<file path="config.mk">
export PLATFORM = sky130hd
export DESIGN_NAME = arxms_history
export DESIGN_NICKNAME = d
export VERILOG_FILES = /design/src/sv/arxms_pkg.sv /design/src/sv/arxms_history.sv
export SDC_FILE = /design/constraint.sdc
export NUM_CORES = 1
export LEC_CHECK = 0
export ABC_AREA = 1
export BUFFER_PORTS_ARGS = -buffer_cell sky130_fd_sc_hd__buf_4
export CORE_ASPECT_RATIO = 1.2
export CORE_MARGIN = 5
export CORE_UTILIZATION = 55
export DETAILED_ROUTE_END_ITERATION = 7
export PLACE_DENSITY = 0.83
export SYNTH_ARGS = -nofsm -noshare
export SYNTH_HDL_FRONTEND = slang
export SYNTH_SLANG_ARGS = --single-unit
</file>
<file path="constraint.sdc">
create_clock -name aclk -period 8.26 [get_ports aclk]
set_input_delay 1.652 -clock aclk [delete_from_list [all_inputs] [get_ports aclk]]
set_output_delay 1.652 -clock aclk [all_outputs]
set_load 0.1 [all_outputs]
</file>
<file path="src/sv/arxms_pkg.sv">
package arxms_pkg;

    // fixed register formats
    localparam int COEF_W    = 16;
    localparam int COEF_FRAC = 14;
    localparam int TD_W      = 4;
    localparam int CFG_IDX_W = 3;
    localparam int CFG_DATA_W = 16;

    // coefficients that exist as registers
    localparam int NUM_COEF_A = 3;
    localparam int NUM_COEF_B = 3;

    localparam logic [TD_W-1:0] TD_RESET = TD_W'(1);

    // defaults for the top-level parameters
    localparam int DEF_NUM_A        = 3;
    localparam int DEF_NUM_B        = 3;
    localparam int DEF_MAX_DELAY    = 8;
    localparam int DEF_SAMPLE_WIDTH = 16;

    typedef enum logic [CFG_IDX_W-1:0] {
        REG_COEF_A1         = 3'd0,
        REG_COEF_A2         = 3'd1,
        REG_COEF_A3         = 3'd2,
        REG_COEF_B0         = 3'd3,
        REG_COEF_B1         = 3'd4,
        REG_COEF_B2         = 3'd5,
        REG_TRANSPORT_DELAY = 3'd6
    } cfg_reg_t;

endpackage

</file>
<file path="src/sv/arxms_history.sv">
module arxms_history #(
    parameter int NUM_A        = arxms_pkg::DEF_NUM_A,
    parameter int NUM_B        = arxms_pkg::DEF_NUM_B,
    parameter int MAX_DELAY    = arxms_pkg::DEF_MAX_DELAY,
    parameter int SAMPLE_WIDTH = arxms_pkg::DEF_SAMPLE_WIDTH
) (
    input  logic                                 aclk,
    input  logic                                 aresetn,
    input  logic                                 shift_en,
    input  logic        [arxms_pkg::TD_W-1:0]     transport_delay,
    input  logic signed [SAMPLE_WIDTH-1:0]       sample_in,
    input  logic signed [SAMPLE_WIDTH-1:0]       sample_out,
    output logic signed [SAMPLE_WIDTH-1:0]       u_tap [NUM_B],
    output logic signed [SAMPLE_WIDTH-1:0]       y_tap [NUM_A]
);

    localparam int IN_DEPTH = MAX_DELAY + NUM_B - 1;
    localparam int KW       = $clog2(MAX_DELAY + 1);
    localparam int IW       = $clog2(IN_DEPTH) + 1;

    logic signed [SAMPLE_WIDTH-1:0] u_hist_reg [IN_DEPTH];
    logic signed [SAMPLE_WIDTH-1:0] y_hist_reg [NUM_A];
    logic        [KW-1:0]           k_eff;
    logic        [IW-1:0]           tap_base;

    // clamp the delay into 1..MAX_DELAY
    always_comb begin
        if (transport_delay == '0) begin
            k_eff = KW'(1);
        end else if (32'(transport_delay) > 32'(MAX_DELAY)) begin
            k_eff = KW'(MAX_DELAY);
        end else begin
            k_eff = KW'(transport_delay);
        end
        tap_base = IW'(k_eff) - IW'(1);
    end

    // pick tap k-1+j from the input line for each b weight
    always_comb begin
        for (int j = 0; j < NUM_B; j++) begin
            u_tap[j] = '0;
            for (int n = 0; n < IN_DEPTH; n++) begin
                if (IW'(n) == tap_base + IW'(j)) begin
                    u_tap[j] = u_hist_reg[n];
                end
            end
        end
        for (int j = 0; j < NUM_A; j++) begin
            y_tap[j] = y_hist_reg[j];
        end
    end

    always_ff @(posedge aclk) begin
        if (!aresetn) begin
            for (int n = 0; n < IN_DEPTH; n++) begin
                u_hist_reg[n] <= '0;
            end
            for (int n = 0; n < NUM_A; n++) begin
                y_hist_reg[n] <= '0;
            end
        end else if (shift_en) begin
            u_hist_reg[0] <= sample_in;
            for (int n = 1; n < IN_DEPTH; n++) begin
                u_hist_reg[n] <= u_hist_reg[n-1];
            end
            y_hist_reg[0] <= sample_out;
            for (int n = 1; n < NUM_A; n++) begin
                y_hist_reg[n] <= y_hist_reg[n-1];
            end
        end
    end

endmodule

</file>
### Yosys cells after proc, flatten, opt, wreduce, memory -nomap -nowiden

Memories as Yosys holds them, arrays and structs flattened.
Cells that the tools add are included.

| cells by class | value |
|---|---|
| add/subtract/negate cells | 3 |
| $lt $le $gt $ge | 1 |
| equality and inequality tests | 27 |
| multiplexer cells | 49 |
| bitwise logic cells | 13 |
| reductions and logical operators | 4 |

Operators by type and width:

| kind | number |
|---|---|
| $mux W16 | 43 |
| $eq A3 B5 Y1 const A | 12 |
| $eq A2 B5 Y1 const A | 6 |
| $eq A4 B5 Y1 const A | 6 |
| $eq A1 B5 Y1 const A | 3 |
| $logic_not A5 Y1 | 3 |
| $or A1 B1 Y1 | 13 |
| $mux W4 | 2 |
| $add A5 B1 Y5 const B | 1 |
| $add A5 B2 Y5 const B | 1 |
| $sub A4 B1 Y5 const B | 1 |
| $gt A4 B4 Y1 const B | 1 |
| $logic_not A4 Y1 | 1 |
| $mux W1 | 4 |

| word-level totals | value |
|---|---|
| bits in registers | 0 |
| RAM bits | 208 |
| output and inout bits | 96 |
| logic and storage cells | 99 |
| memories kept | 2 |

Memories:

| name | words | width | read ports | clocked after Yosys merged registers in | write ports | line | RTL |
|---|---|---|---|---|---|---|---|
| u_hist_reg | 10 | 16 | 10 | 0 | 10 | arxms_history.sv:21 | `logic signed [SAMPLE_WIDTH-1:0] u_hist_reg [IN_DEPTH];` |
| y_hist_reg | 3 | 16 | 3 | 0 | 3 | arxms_history.sv:22 | `logic signed [SAMPLE_WIDTH-1:0] y_hist_reg [NUM_A];` |

### Longest topological paths before layout

| depth | value |
|---|---|
| word-level depth | 16 |
| gate-level depth with buffers | 24 |
| gate-level depth less buffers | 24 |

### Least setup slack after synthesis

OpenSTA, ideal clock, no wires.

| timing | value |
|---|---|
| path kind | input -> output |
| start point | input port transport_delay[1] (netlist bit) |
| end point | output port u_tap[0] (netlist bit) |
| arrival time | 5,701 ps |
| required time | 6,608 ps |
| setup slack | 907 ps |
| stages on the path | 20 |
| path buffers | 1 |
| cell sequence | nor2_1 > nand2_1 > a21oi_1 > inv_1 > ha_1 > inv_1 > xor2_4 > ha_1 > nor2_1 > nand2_1 > nor2_1 > buf_2 > nand2_1 > nand3_1 > nand3_1 > nand2_1 > o21bai_1 > nand2_1 > o21ai_0 > a21oi_1 |

RTL lines:

| what | line | RTL |
|---|---|---|
| from (decl) | arxms_history.sv:10 | `input logic [arxms_pkg::TD_W-1:0] transport_delay,` |
| to (decl) | arxms_history.sv:13 | `output logic signed [SAMPLE_WIDTH-1:0] u_tap [NUM_B],` |

==> metrics.md <==
| Metric | Value |
|---|---|
| Outcome | completed |
| Largest net degree at the start of global routing | 179 |
| Pre-CTS setup slack | 946.2 ps |
| Hold_buf cts | 0 |
| Fin. Hold Viols | 0 |
| Post-synthesis xor/xnor area fraction | 0.2206% |
| Top cell by count, worst path | nand2_1 |
| PD cells | 228.4 nW/um^2 |
| FF-to-FF path depth | 2 |
| Drt drc | 0 |
| Fillers | 1908 |
| Cell count after synthesis | 1702 |
| CP endpoint kind | output port |
| Most common cell after layout, fill and taps aside | nand2_1 |
| Max reg flops | 160 |
| Clock Latency Late Sink | 510 ps |
| CTS clk-pin slew, worst paths | 60 ps |
| Sink Count | 208 |
| CTS root buffer | clkbuf_16 |
| Max incr delay on CP | 460 ps |
| Vias in the first global route | 10680 |
| RSZ-0062 raised after global routing | no |
| Fmax achieved | 133.5 MHz |
| Post-synthesis sequential area ratio | 50.05% |
| Leading cell types in the layout, fill and taps excluded | nand2_1, inv_1, nor2_1, edfxtp_1, buf_4 |
| Period Utilization, post-route | 90.71% |
| Simple logic cell fraction of the synthesized area | 29.50% |
| Required time worst endpoint | 6610 ps |
| Post-synth top area share | 50.05% |
| Finished Cell Area | 14390 sq um |
| CP Max Fanout | 13 |
| Worst-case vdd ir drop | 0.0001459 V |
| First-pass GRT wire length | 54.50 mm |
| Slew @ Worst Pin | 1132 ps |
| Initial DRC Count | 1547 |
| Die Wd | 147.5 microns |
| Fraction of layout cells with a size suffix above 1 | 10.90% |
| Count of final setup violators | 0 |
| Antenna Cells | 0 |
| Crit path buf inv count | 6 |
| Initial antenna violation count | 0 |
| 1st-pass router iterations | 6 |
| Worst min path class | reg -> reg |
| Yosys cell types | 24 |
| Register bit count reported by yosys | 208 |
| Max-slew headroom | 24.23% |
| R2r endpoint | u_hist_reg[0][105] |
| Tot Pwr | 3.287 mW |
| Period minus WS final | 7493 ps |
| Synth area leader | edfxtp_1 |
| Setup CP Type | in -> out |
| Via-per-instance ratio | 5.401 |
| Count of final max-slew check failures | 0 |
| Worst r2r src | u_hist_reg[0][89] |
| Clock tree buffer depth | 3 |
| Area after DPL | 13690 sq um |
| Final nets | 1847 |
| # port buffers | 134 |
| Cell family with most CP delay | simple AND/OR/NAND/NOR gates |
| Post-DP HPWL | 23.31 mm |
| Critical path arrival | 5840 ps |
| Routed Antenna Nets | 0 |
| Synth area leaders | edfxtp_1, nand2_1, inv_1 |
| Final hold slack | 573.2 ps |
| Synth Cell Area | 12480 sq um |
| Num rows | 60 |
| Syn Nets | 1747 |
| Starting Density | 55.78% |
| Aggregate global-route resource usage | 25.52% |
| Global placer's final weighted congestion | 0.9183 |
| TritonCTS Buffers | 22 |
| Area delta synth->final | 15.31% |
| CP Launch Type | primary input |
| Vias | 11320 |
| Yosys warning count | 0 |
| # Max-Cap Violations | 0 |
| Post-synthesis mux area share | 0% |
| Avg Cell Area, Syn | 7.332 sq um |
| Synthesized-area fraction occupied by adder cells | 0.6016% |
| Post-synthesis compound-gate area fraction | 7.159% |
| Critical path depth | 26 |
| Setup Skew | 6.601 ps |
| Final WL | 33.91 mm |
| CTS resizes | 0 |
| Gr ovfl total | 0 |
| Num ports | 135 |
| Die Footprint | 25810 sq um |
| Reg-to-reg slack, setup | 7340 ps |
| Die Ht | 175.0 microns |
| CTS tree | built |
| Crit path to | u_tap[11] |
| WL per Instance | 16.18 microns |
| Crit path max-delay cell type | nor2_1 |
| Core area | 22370 sq um |
| Setup bufs post-CTS | 0 |
| Final WS setup | 767.1 ps |
| H-tree depth | 1 |
| Static Leak | 6.640 nW |
| TNS Setup | 0 ps |
| Main combinational cell family by area after synthesis | simple AND/OR/NAND/NOR gates |
| Critical path startpoint | transport_delay[2] |
==> synthesized netlist by cell type <==
cell type	number
nand2_1	472
inv_1	329
nor2_1	243
edfxtp_1	208
nand3_1	146
o21ai_0	111
clkbuf_1	61
a21oi_1	51
nand4_1	27
buf_2	11
nor2_2	8
o21bai_1	8
ha_1	6
clkinv_1	4
buf_1	3
inv_2	3
o21ai_1	3
nand2_2	2
nand3b_1	1
nor2_4	1
nor3_2	1
o211ai_1	1
or2_2	1
xor2_4	1
==> tightest hold or removal path: stages, from the launching register on <==
cell and delay [ps]:
edfxtp_1 340, inv_1 40, nor2_1 80
==> per-layer routing <==
metal	share of wire (%)	global-route usage (%)
met1	41	34.47
met2	47	42.22
met3	9.9	4.929
met4	2.2	7.148
met5	0	0
==> power by group <==
part | switching [mW] | leakage (nW) | total (mW) | internal (mW)
clock network | 0.412 | 0.340 | 0.979 | 0.567
logic | 0.820 | 4.00 | 1.03 | 0.208
registers | 0.0441 | 2.30 | 1.28 | 1.24
total | 1.28 | 6.64 | 3.29 | 2.01
==> how the worst min path moves through the flow <==
stage	from	end	slack (ps)	cells after the start
after detailed placement	u_hist_reg[0][129]	u_hist_reg[0][145]	560	2
after global placement	u_hist_reg[0][129]	u_hist_reg[0][145]	550	2
after global routing	u_hist_reg[0][129]	u_hist_reg[0][145]	610	2
after floorplan	u_hist_reg[0][128]	u_hist_reg[0][144]	540	2
final	y_hist_reg[0][8]	y_hist_reg[0][24]	570	2
after CTS	y_hist_reg[0][8]	y_hist_reg[0][24]	580	2
==> through the flow <==
stage	instances	util, %
floorplan	1702	-
global placement	2057	61.21
detailed placement	2057	61.21
CTS	2096	64.32
global route	2096	64.32
finish	2096	64.32
==> logic make-up (layout without fill, tap and decap cells) <==
family,count (synthesis),count (layout)
compound gates,174,174
fa+ha+maj,6,6
flops,208,208
simple gates,902,902
xor+xnor,1,1
buf+inv,411,526
==> layout make-up <==
| cell class | instances | area, sq um | share of cell area [%] |
|---|---|---|---|
| inverters | 336 | 1261 | 8.764 |
| well taps | 279 | 349.1 | 2.426 |
| multi-input cells | 1083 | 4692 | 32.61 |
| repair buffers | 151 | 1146 | 7.965 |
| flip-flops and latches | 208 | 6246 | 43.40 |
| clock inverters | 13 | 108.9 | 0.7565 |
| clock buffers | 26 | 586.8 | 4.078 |
Note: power is estimated with default switching activity, not from simulation.
