[src/sv/arxms_pkg.sv]
package arxms_pkg;

    // fixed register formats
    localparam int COEF_W    = 16;
    localparam int COEF_FRAC = 14;
    localparam int TD_W      = 4;
    localparam int CFG_IDX_W = 3;
    localparam int CFG_DATA_W = 16;

    // coefficients that exist as registers
    localparam int NUM_COEF_A = 3;
    localparam int NUM_COEF_B = 3;

    localparam logic [TD_W-1:0] TD_RESET = TD_W'(1);

    // defaults for the top-level parameters
    localparam int DEF_NUM_A        = 3;
    localparam int DEF_NUM_B        = 3;
    localparam int DEF_MAX_DELAY    = 8;
    localparam int DEF_SAMPLE_WIDTH = 16;

    typedef enum logic [CFG_IDX_W-1:0] {
        REG_COEF_A1         = 3'd0,
        REG_COEF_A2         = 3'd1,
        REG_COEF_A3         = 3'd2,
        REG_COEF_B0         = 3'd3,
        REG_COEF_B1         = 3'd4,
        REG_COEF_B2         = 3'd5,
        REG_TRANSPORT_DELAY = 3'd6
    } cfg_reg_t;

endpackage

[src/sv/arxms_outbuf.sv]
module arxms_outbuf #(
    parameter int SAMPLE_WIDTH = arxms_pkg::DEF_SAMPLE_WIDTH
) (
    input  logic                    aclk,
    input  logic                    aresetn,
    input  logic                    push,
    input  logic [SAMPLE_WIDTH-1:0] push_data,
    output logic                    full,
    output logic                    m_valid,
    input  logic                    m_ready,
    output logic [SAMPLE_WIDTH-1:0] m_data
);

    logic [1:0]              count_reg;
    logic [1:0]              count_next;
    logic [SAMPLE_WIDTH-1:0] head_reg;
    logic [SAMPLE_WIDTH-1:0] tail_reg;
    logic                    pop;

    assign m_valid = (count_reg != 2'd0);
    assign full    = (count_reg == 2'd2);
    assign m_data  = head_reg;
    assign pop     = m_valid && m_ready;

    always_comb begin
        count_next = count_reg;
        if (push && !pop) begin
            count_next = count_reg + 2'd1;
        end else if (pop && !push) begin
            count_next = count_reg - 2'd1;
        end
    end

    always_ff @(posedge aclk) begin
        if (!aresetn) begin
            count_reg <= 2'd0;
        end else begin
            count_reg <= count_next;
        end
    end

    // word storage: head is presented, tail holds the second word
    always_ff @(posedge aclk) begin
        if (pop) begin
            if (push) begin
                head_reg <= push_data;
            end else begin
                head_reg <= tail_reg;
            end
        end else if (push) begin
            if (count_reg == 2'd0) begin
                head_reg <= push_data;
            end else begin
                tail_reg <= push_data;
            end
        end
    end

endmodule

[config.mk]
export PLATFORM = sky130hd
export DESIGN_NAME = arxms_outbuf
export DESIGN_NICKNAME = d
export VERILOG_FILES = /design/src/sv/arxms_pkg.sv /design/src/sv/arxms_outbuf.sv
export SDC_FILE = /design/constraint.sdc
export NUM_CORES = 1
export LEC_CHECK = 0
export ABC_CLOCK_PERIOD_IN_PS = 2250
export BUFFER_PORTS_ARGS = -buffer_cell sky130_fd_sc_hd__clkbuf_2
export CAP_MARGIN = 20
export CORE_MARGIN = 5
export CORE_UTILIZATION = 30
export CTS_BUF_LIST = sky130_fd_sc_hd__clkbuf_2
export DETAILED_ROUTE_END_ITERATION = 10
export SYNTH_ARGS = -nofsm -noshare
export SYNTH_HDL_FRONTEND = slang
export SYNTH_SLANG_ARGS = --single-unit
export TNS_END_PERCENT = 10
[constraint.sdc]
create_clock -name aclk -period 2.25 [get_ports aclk]
set_input_delay 0.225 -clock aclk [delete_from_list [all_inputs] [get_ports aclk]]
set_output_delay 0.225 -clock aclk [all_outputs]
set_load 0.03 [all_outputs]
# Yosys cells after proc, flatten, opt, wreduce, memory -nomap -nowiden
# Cells that the tools add are included.
# totals
output_inout_bits,18
reg_bits,34
in_bits,20
# op_classes
n_reduce_logical,12
eq_ne,1
n_bitwise,2
muxes,6
addsub,2
# op_table
operator,n
two-way mux 16 bit,4
nonzero test 2 bit,4
two-way mux 2 bit,2
logical AND 1 bit,3
AND reduction 3 bit,1
adder 2 x 1 -> 2 bit (second input constant),1
equality test 2 bit (second input constant),1
logical NOT 1 bit,2
logical NOT 2 bit,1
NOT 1 bit,2
AND reduction 2 bit,1
subtractor 2 x 1 -> 2 bit (second input constant),1

# Depth between registers and ports, before layout
# Gate-level depths: netlist (run 1).
# depth
word_depth,5
depth_mapped,5
ltp_nobuf,5

# Worst setup path after synthesis (run 1)
# No wires, ideal clock.
# synth_path
path_kind,register to register
start,register count_reg[0]
end,register tail_reg[0] (enable)
arrival_ns,1.771
n_path_buf,0
path_stages_with_launch,3
slack_ns,0.066
path_cell_list,dfxtp_1 > nor2_1 > nor3b_1
# synth_between
elab_chain_cells,4
# synth_rtl
item,line_no,source
"start, declared",arxms_outbuf.sv:14,logic [1:0] count_reg;
"start signal, assigned",arxms_outbuf.sv:38,count_reg <= count_next;
nonzero test 2 bit,arxms_outbuf.sv:20,assign m_valid = (count_reg != 2'd0);
logical AND 1 bit,arxms_outbuf.sv:23,assign pop = m_valid && m_ready;
NOT 1 bit (no line),--,
AND reduction 3 bit (no line) (*),--,
"end signal, assigned",arxms_outbuf.sv:54,tail_reg <= push_data;
"end, declared",arxms_outbuf.sv:17,logic [SAMPLE_WIDTH-1:0] tail_reg;
# Mark *: on every way between the ends. The rest lies on a longest branch, timed or not.
# A chain may end at the register's enable or synchronous reset.

# Worst setup path after layout (run 1)
# layout_path
start,register count_reg[0]
end,"register head_reg[6], in the netlist m_data[6] (enable)"
# layout_between
elab_chain_cells,4
# layout_rtl
item,line_no,source
nonzero test 2 bit,arxms_outbuf.sv:20,
logical AND 1 bit,arxms_outbuf.sv:23,
nonzero test 2 bit (no line),--,
AND reduction 2 bit (no line) (*),--,
"end signal, assigned",arxms_outbuf.sv:46,head_reg <= push_data;
"end signal, assigned",arxms_outbuf.sv:48,head_reg <= tail_reg;
"end signal, assigned",arxms_outbuf.sv:52,head_reg <= push_data;
"end, declared",arxms_outbuf.sv:16,logic [SAMPLE_WIDTH-1:0] head_reg;
# Marks and branches as above.

==> flow_summary.json, run 1 <==
{
  "holdPathEnd": "tail_reg[2]$_DFFE_PP_",
  "cp-start-kind": "register",
  "finalSetupTns_ps": 0,
  "maxCapViolCount": 0,
  "dr_total_vias": 745,
  "fin_nets": 135,
  "irDropWorstVdd_mv": 0.336,
  "min_period_over_period_pct": 71.0,
  "wirelength_um": 2360,
  "hp-class": "in2reg",
  "avgSynthCellArea_um2": 20.6,
  "hp-start": "push_data[2]",
  "finClkSkew_ps": 2.34,
  "cts_buffers": 5,
  "antenna_cells": 0,
  "grt_max_degree": 17,
  "worst-endpoint-arrival_ps": 1610,
  "wl_per_cell_um": 14.1,
  "grt.overflow.total": 0,
  "route.detailed.drc": 0,
  "ff2ff_path_depth": 3,
  "cts_tree": "done",
  "die-height_um": 77.4,
  "slew_headroom_pct": 53.1,
  "tightestPinTransition_ps": 701,
  "gp_congestion": 0.684,
  "grtUsageTotal_pct": 8.33,
  "fp.dieW_um": 77.4,
  "ctsHoldBuffers": 0,
  "hold_viol_final": 0,
  "synth_cell_types": 19,
  "max_freq_mhz": 626,
  "dp_hpwl_um": 1690,
  "p_leak_nw": 0.681,
  "grt_pass1_wl_um": 3770,
  "antenna_found_initial": 0,
  "drtIter0Drc": 38,
  "hold_depth": 1,
  "setup-violations-final": 0,
  "nFillCells": 430,
  "clock_sinks": 34,
  "synth.yosys.warnings": 0,
  "r2r-start": "count_reg[0]$_SDFFE_PN0P_",
  "postSynthNetCount": 87,
  "die_area_um2": 5980,
  "io_pins": 38,
  "clk_pin_slew_worst_paths_ps": 150,
  "grt_pass1_vias": 768,
  "outcome": "completed",
  "portBuffers": 37,
  "clockRootBuffer": "clkbuf_2",
  "clk_latency_ps": 360,
  "fin_util_pct": 38.4,
  "syn_to_final_growth_pct": 23.6,
  "criticalPathCategory": "reg2reg",
  "cts_resized": 0,
  "min_period_ps": 1600,
  "crit_path_end_kind": "register",
  "path_max_fanout": 16,
  "initial_core_util_pct": 31.1,
  "drive_gt1_share_pct": 56.5,
  "power_density_nw_per_um2": 1190,
  "ant_nets": 0,
  "syn-instance-count": 66,
  "first_pass_iters": 2,
  "worst-endpoint-required_ps": 2260,
  "htree_levels": 2,
  "rrSetupSlack_ps": 650,
  "rsz0062_at_grt": "no",
  "synth_seq_cells": 34,
  "cts_setup_buffers": 0,
  "via_per_inst": 4.46,
  "drv_slew": 0,
  "synthesis.area_um2": 1360,
  "clk_path_buf_depth": 2,
  "yosysSeqAreaShare_pct": 73.5,
  "num_rows": 24,
  "core-area_um2": 4380,
  "r2r-end": "m_data[6]$_DFFE_PP_"
}
## cells in the final DEF, fill, tap and decap left out, types with 2 or more instances in the layout
cell           count
nand2_1            2
edfxtp_1          32
dlygate4sd3_1      4
mux2_2             6
mux2_4            10
clkbuf_2          43
dfxtp_1            2
## kinds of logic (layout without fill, tap and decap cells)
| group | count (synthesis) | count (layout) | synth area share (%) |
|---|---|---|---|
| flip-flops | 34 | 34 | 73.5 |
| buffers and inverters | 2 | 51 | 1.75 |
| XOR/XNOR | 2 | 2 | 1.29 |
| AND/OR/NAND/NOR | 8 | 8 | 4.41 |
| adder cells (fa/ha/maj) | 1 | 1 | 0.919 |
| multiplexers | 16 | 16 | 16.0 |
| AO/OA/AOI/OAI | 3 | 3 | 2.11 |
## synthesized netlist by cell type
master | instances | area share (%)
buf_12 | 1 | 1.5
nand2_1 | 2 | 0.55
mux2_2 | 6 | 5.0
xor2_1 | 1 | 0.64
xnor2_1 | 1 | 0.64
or3_1 | 1 | 0.46
mux2_4 | 10 | 11
inv_1 | 1 | 0.28
o21ai_4 | 1 | 1.2
dfxtp_1 | 2 | 2.9
nor2_1 | 1 | 0.28
edfxtp_1 | 32 | 71
nor2_8 | 1 | 1.5
ha_1 | 1 | 0.92
nor3b_1 | 1 | 0.55
and2_1 | 1 | 0.46
o21ai_0 | 1 | 0.37
and2b_2 | 1 | 0.64
a21boi_1 | 1 | 0.55
## stage by stage
stage / power, mW / instances / hold slack, ps / cell area, um^2 / setup WS (ps)
6_report: 2.01 / 167 / 42.5 / 1680 / 651
5_1_grt: 2.13 / 167 / 2.83 / 1680 / 484
4_1_cts: 2.05 / 163 / 11.6 / 1640 / 611
3_5_place_dp: 1.78 / 155 / 418 / 1600 / 650
3_3_place_gp: 1.75 / 155 / 419 / 1600 / 734
2_1_floorplan: 1.56 / 66 / 324 / 1360 / 66.2
## power breakdown
part           internal (mW)  switching, mW  total, mW  leakage (nW)
Combinational          0.238          0.517      0.755         0.333
Sequential             0.922         0.0698      0.992         0.318
Clock                 0.0764          0.187      0.264        0.0304
Total                   1.24          0.774       2.01         0.681
## metal layers
metal | share of wire [%] | global-route usage, % | up-vias
met1 | 42 | 9.77 | 359
met3 | 10 | 4.28 | 8
met4 | 2.0 | 4.64 | 0
met5 | 0 | 0 | -
met2 | 46 | 12.3 | 30
li1 | - | - | 348
## critical path: stages, from the launching register on
cell and delay, ps:
dfxtp_1 410, nor2_1 230, nand2_1 80, nand2_1 530
## area by class of cell
cell class	count	area (um^2)	share of cell area [%]
Sequential cell	34	1000	59.5
Inverter	1	3.75	0.223
Multi-Input combinational cell	30	342	20.3
Tap cell	52	65.1	3.87
Timing Repair Buffer	42	233	13.8
Clock buffer	6	30.0	1.78
Clock inverter	2	8.76	0.520
## worst max path at each step
stage                              start                    end  slack (ps)  cells after the start
2_1_floorplan  count_reg[0]$_SDFFE_PN0P_  tail_reg[0]$_DFFE_PP_          70                      2
3_3_place_gp   count_reg[0]$_SDFFE_PN0P_   m_data[14]$_DFFE_PP_         730                      3
3_5_place_dp   count_reg[0]$_SDFFE_PN0P_   m_data[14]$_DFFE_PP_         650                      3
4_1_cts        count_reg[0]$_SDFFE_PN0P_    m_data[6]$_DFFE_PP_         610                      3
5_1_grt        count_reg[0]$_SDFFE_PN0P_    m_data[6]$_DFFE_PP_         480                      3
6_report       count_reg[0]$_SDFFE_PN0P_    m_data[6]$_DFFE_PP_         650                      3
(Power assumes the default switching activity.)
==> run 2, diff against run 1 <==
--- a/config.mk
+++ b/config.mk
@@ -5,7 +5,7 @@
 export SDC_FILE = /design/constraint.sdc
 export NUM_CORES = 1
 export LEC_CHECK = 0
-export ABC_CLOCK_PERIOD_IN_PS = 2250
+export ABC_CLOCK_PERIOD_IN_PS = 1300
 export BUFFER_PORTS_ARGS = -buffer_cell sky130_fd_sc_hd__clkbuf_2
 export CAP_MARGIN = 20
 export CORE_MARGIN = 5
==> constraint.sdc (replaced) <==
create_clock -name aclk -period 1.3 [get_ports aclk]
set_input_delay 0.13 -clock aclk [delete_from_list [all_inputs] [get_ports aclk]]
set_output_delay 0.13 -clock aclk [all_outputs]
set_load 0.03 [all_outputs]
==> flow_summary.json, run 2 (synthesized netlist as in run 1, its figures left out) <==
{
  "gp_congestion": 0.693,
  "cp_slowest_stage_delay_ps": 380,
  "path_buf_inv": 3,
  "cp_slowest_cell": "dfxtp_4",
  "rrSetupSlack_ps": -90,
  "worst_path_most_repeated_cell": "buf_6",
  "cp-start-kind": "register",
  "rsz0062_at_grt": "yes",
  "drtIter0Drc": 11,
  "drive_gt1_share_pct": 59.3,
  "grt_pass1_vias": 899,
  "num_rows": 24,
  "max_freq_mhz": 715,
  "irDropWorstVdd_mv": 0.563,
  "portBuffers": 37,
  "final_cell_mix": "42 x clkbuf_2, 32 x edfxtp_1, 17 x dlygate4sd3_1",
  "min_period_over_period_pct": 108,
  "fin_ws_ps": -98.2,
  "die-height_um": 77.4,
  "dp_slack_ps": -103,
  "dp.cells": 162,
  "cts_tree": "done",
  "min_period_ps": 1400,
  "finalNonFillerCells": 192,
  "criticalPathCategory": "reg2out",
  "initial_core_util_pct": 31.1,
  "cp_top_family": "flip-flops",
  "hold_depth": 5,
  "wirelength_um": 2490,
  "ant_nets": 0,
  "hp-class": "in2reg",
  "fin_nets": 161,
  "worst-endpoint-required_ps": 1170,
  "hp-start": "m_ready",
  "grt.overflow.total": 0,
  "worst_hold_slack_ps": 310,
  "layout_commonest_cell": "clkbuf_2",
  "outcome": "complete, but fails checks",
  "route.detailed.drc": 0,
  "hold_viol_final": 0,
  "finClkSkew_ps": 9.43,
  "core-area_um2": 4380,
  "clock_sinks": 34,
  "holdPathEnd": "count_reg[1]$_SDFFE_PN0P_",
  "dp_hpwl_um": 1730,
  "io_pins": 38,
  "fin_util_pct": 47.0,
  "path_max_fanout": 2,
  "dr_total_vias": 826,
  "r2r-start": "count_reg[0]$_SDFFE_PN0P_",
  "cts_buffers": 5,
  "via_per_inst": 4.30,
  "fp.dieW_um": 77.4,
  "drv_slew": 0,
  "power_density_nw_per_um2": 2000,
  "antenna_found_initial": 0,
  "die_area_um2": 5980,
  "first_pass_iters": 4,
  "clk_latency_ps": 340,
  "maxCapViolCount": 0,
  "syn_to_final_growth_pct": 51.3,
  "slew_headroom_pct": 83.6,
  "p_leak_nw": 0.859,
  "crit_chain": "buf_6, buf_6, and2b_2, buf_8",
  "htree_levels": 2,
  "antenna_cells": 0,
  "clockRootBuffer": "clkbuf_2",
  "setup-violations-final": 20,
  "grtUsageTotal_pct": 8.80,
  "failed_checks": "setup timing",
  "r2r-end": "m_data[9]$_DFFE_PP_",
  "wl_per_cell_um": 13.0,
  "tightestPinTransition_ps": 246,
  "grt_max_degree": 17,
  "crit_path_end_kind": "primary output",
  "finalSetupTns_ps": -1570,
  "worst-endpoint-arrival_ps": 1270,
  "grt_pass1_wl_um": 4070,
  "clk_path_buf_depth": 2,
  "clk_pin_slew_worst_paths_ps": 140,
  "ff2ff_path_depth": 5
}
[run 2: per-layer routing]
metal  share of wire [%]  routed length (um)  vias up  global-route usage (%)
met3                 7.5                 187        7                    3.59
met5                   0                   0        -                       0
met1                  42                1040      389                    9.26
met4                 1.7                  43        0                    4.64
met2                  49                1220       29                    15.0
li1                    -                   -      401                       -
[run 2: per-stage QoR]
stage	instance area [um^2]	power [mW]
after floorplan	1380	2.75
after global placement	1700	3.26
after detailed placement	1700	3.30
after CTS	1980	3.95
after global routing	2060	4.36
final	2060	4.13
[run 2: worst reg2reg max path: cells and delay by family, from the launching register on]
kind	cells	cell delay, ps
and+or+nand+nor	1	120
DFF	1	390
muxes	1	300
buffers and inverters	2	290
AOI/OAI and AO/OA	1	70
[run 2: power by group]
part	switching, mW	internal (mW)
logic	1.07	0.915
registers	0.0958	1.60
clock network	0.303	0.140
[run 2: worst max path at each step]
stage | from | slack (ps) | end | depth (start not counted)
floorplan | count_reg[1]$_SDFFE_PN0P_ | -90 | count_reg[1]$_SDFFE_PN0P_ | 4
global placement | count_reg[1]$_SDFFE_PN0P_ | -80 | m_data[13]$_DFFE_PP_ | 5
detailed placement | count_reg[1]$_SDFFE_PN0P_ | -100 | count_reg[1]$_SDFFE_PN0P_ | 4
CTS | count_reg[0]$_SDFFE_PN0P_ | -160 | full | 4
global route | count_reg[0]$_SDFFE_PN0P_ | -180 | full | 4
finish | count_reg[0]$_SDFFE_PN0P_ | -100 | full | 4
[run 2: timing repair]
action	4_1_cts	5_1_grt
buffers inserted	4	1
setup endpoints to repair	44	52
resized for setup	6	11
cloned	0	1
hold endpoints to repair	18	0
pin swaps	1	4
hold buffers	17	0
[run 2: layout make-up]
cell class,count,area (um^2)
repair buffers,68,562
fillers,401,2320
inverters,1,3.75
flip-flops and latches,34,1010
multi-input cells,30,388
clock buffers,7,35.0
well taps,52,65.1
==> run 3, diff against run 2 <==
--- a/config.mk
+++ b/config.mk
@@ -9,9 +9,11 @@
 export BUFFER_PORTS_ARGS = -buffer_cell sky130_fd_sc_hd__clkbuf_2
 export CAP_MARGIN = 20
 export CORE_MARGIN = 5
-export CORE_UTILIZATION = 30
+export CORE_UTILIZATION = 48
 export CTS_BUF_LIST = sky130_fd_sc_hd__clkbuf_2
 export DETAILED_ROUTE_END_ITERATION = 10
+export PLACE_DENSITY = 0.77
+export SKIP_LAST_GASP = 1
 export SYNTH_ARGS = -nofsm -noshare
 export SYNTH_HDL_FRONTEND = slang
 export SYNTH_SLANG_ARGS = --single-unit
==> flow_summary.json, run 3 (synthesized netlist as in run 1, its figures left out) <==
{
  "dp_hpwl_um": 1590,
  "power_density_nw_per_um2": 2070,
  "grt_pass1_wl_um": 3910,
  "max_freq_mhz": 719,
  "cts_tree": "done",
  "worst-endpoint-arrival_ps": 1500,
  "die-height_um": 63.3,
  "antenna_cells": 0,
  "route.detailed.drc": 0,
  "syn_to_final_growth_pct": 45.5,
  "clk_pin_slew_worst_paths_ps": 160,
  "clk_path_buf_depth": 2,
  "maxCapViolCount": 0,
  "grt_pass1_vias": 834,
  "clockRootBuffer": "clkbuf_2",
  "wl_per_cell_um": 14.0,
  "finalSetupTns_ps": -1240,
  "die_area_um2": 4000,
  "layout_commonest_cell": "clkbuf_2",
  "first_pass_iters": 2,
  "drtIter0Drc": 13,
  "dp.cells": 143,
  "outcome": "complete, but fails checks",
  "grt.overflow.total": 0,
  "portBuffers": 37,
  "worst-endpoint-required_ps": 1410,
  "cts_buffers": 5,
  "fin_util_pct": 72.4,
  "drv_slew": 0,
  "tightestPinTransition_ps": 208,
  "failed_checks": "setup timing",
  "hold_depth": 3,
  "dr_total_vias": 804,
  "clk_latency_ps": 350,
  "nFillCells": 175,
  "hold_viol_final": 0,
  "fin_ws_ps": -91.1,
  "p_leak_nw": 0.837,
  "regArea_um2": 1010,
  "core-area_um2": 2730,
  "setup-violations-final": 18,
  "finalNonFillerCells": 169,
  "holdPathEnd": "tail_reg[4]$_DFFE_PP_",
  "rrSetupSlack_ps": -90,
  "r2r-end": "m_data[15]$_DFFE_PP_",
  "hp-class": "in2reg",
  "path_max_fanout": 8,
  "finClkSkew_ps": 12.6,
  "stdcell_area_um2": 1980,
  "htree_levels": 2,
  "rsz0062_at_grt": "yes",
  "cp-start-kind": "register",
  "fin_nets": 159,
  "wirelength_um": 2370,
  "ant_nets": 0,
  "grtUsageTotal_pct": 13.2,
  "min_period_ps": 1390,
  "multi_input_area_um2": 373,
  "drive_gt1_share_pct": 56.5,
  "slew_headroom_pct": 86.1,
  "via_per_inst": 4.76,
  "irDropWorstVdd_mv": 2.00,
  "fin_total_pwr_mw": 4.09,
  "clock_sinks": 34,
  "placed_area_um2": 1700,
  "grt_max_degree": 17,
  "final_cell_mix": "41 x clkbuf_2, 32 x edfxtp_1, 17 x dlygate4sd3_1",
  "initial_core_util_pct": 49.8,
  "min_period_over_period_pct": 107,
  "fp.dieW_um": 63.3,
  "hp-start": "m_ready",
  "gp_congestion": 0.691,
  "crit_path_end_kind": "register",
  "num_rows": 19,
  "antenna_found_initial": 0,
  "io_pins": 38,
  "r2r-start": "count_reg[0]$_SDFFE_PN0P_",
  "criticalPathCategory": "reg2reg",
  "ff2ff_path_depth": 5
}
## run 3: how the worst max path moves through the flow
stage	start	end	depth (start not counted)
after floorplan	count_reg[1]$_SDFFE_PN0P_	count_reg[1]$_SDFFE_PN0P_	4
after global placement	count_reg[1]$_SDFFE_PN0P_	count_reg[1]$_SDFFE_PN0P_	4
after detailed placement	count_reg[1]$_SDFFE_PN0P_	count_reg[1]$_SDFFE_PN0P_	4
after CTS	count_reg[0]$_SDFFE_PN0P_	m_data[15]$_DFFE_PP_	5
after global routing	count_reg[0]$_SDFFE_PN0P_	m_data[15]$_DFFE_PP_	5
final	count_reg[0]$_SDFFE_PN0P_	m_data[15]$_DFFE_PP_	5
## run 3: metrics by stage
stage,hold slack [ps],setup WS (ps)
floorplan,229,-89.5
global placement,324,-57.5
detailed placement,326,-140
CTS,277,-96.9
global route,278,-116
finish,315,-91.1
## run 3: timing repair
action	CTS	global route
setup endpoints to repair	14	36
hold endpoints to repair	18	0
pin swaps	2	2
hold buffers	17	0
gates resized for setup	9	2
setup buffers	1	1
gates cloned	0	0
## run 3: worst max-delay path, stage by stage, from the launching register on
cell	delay (ps)
dfxtp_4	390
o21ai_4	160
buf_6	140
nor2_8	40
buf_12	150
mux2_4	290
## run 3: area by class of cell
type	instances	share of cell area [%]
Tap cell	31	1.96
Clock buffer	5	1.26
Sequential cell	34	50.8
Clock inverter	2	1.71
Inverter	1	0.190
Timing Repair Buffer	66	25.3
Multi-Input combinational cell	30	18.8
## run 3: routing by layer
metal,GRT usage [%],share of wire (%)
met3,4.44,6.2
met1,14.4,39
met4,8.57,2.7
met2,21.5,52
met5,0,0
## run 3: power by group
part	switching, mW	internal [mW]
clock	0.316	0.310
sequential	0.102	1.60
combinational	1.00	0.765
total	1.42	2.68
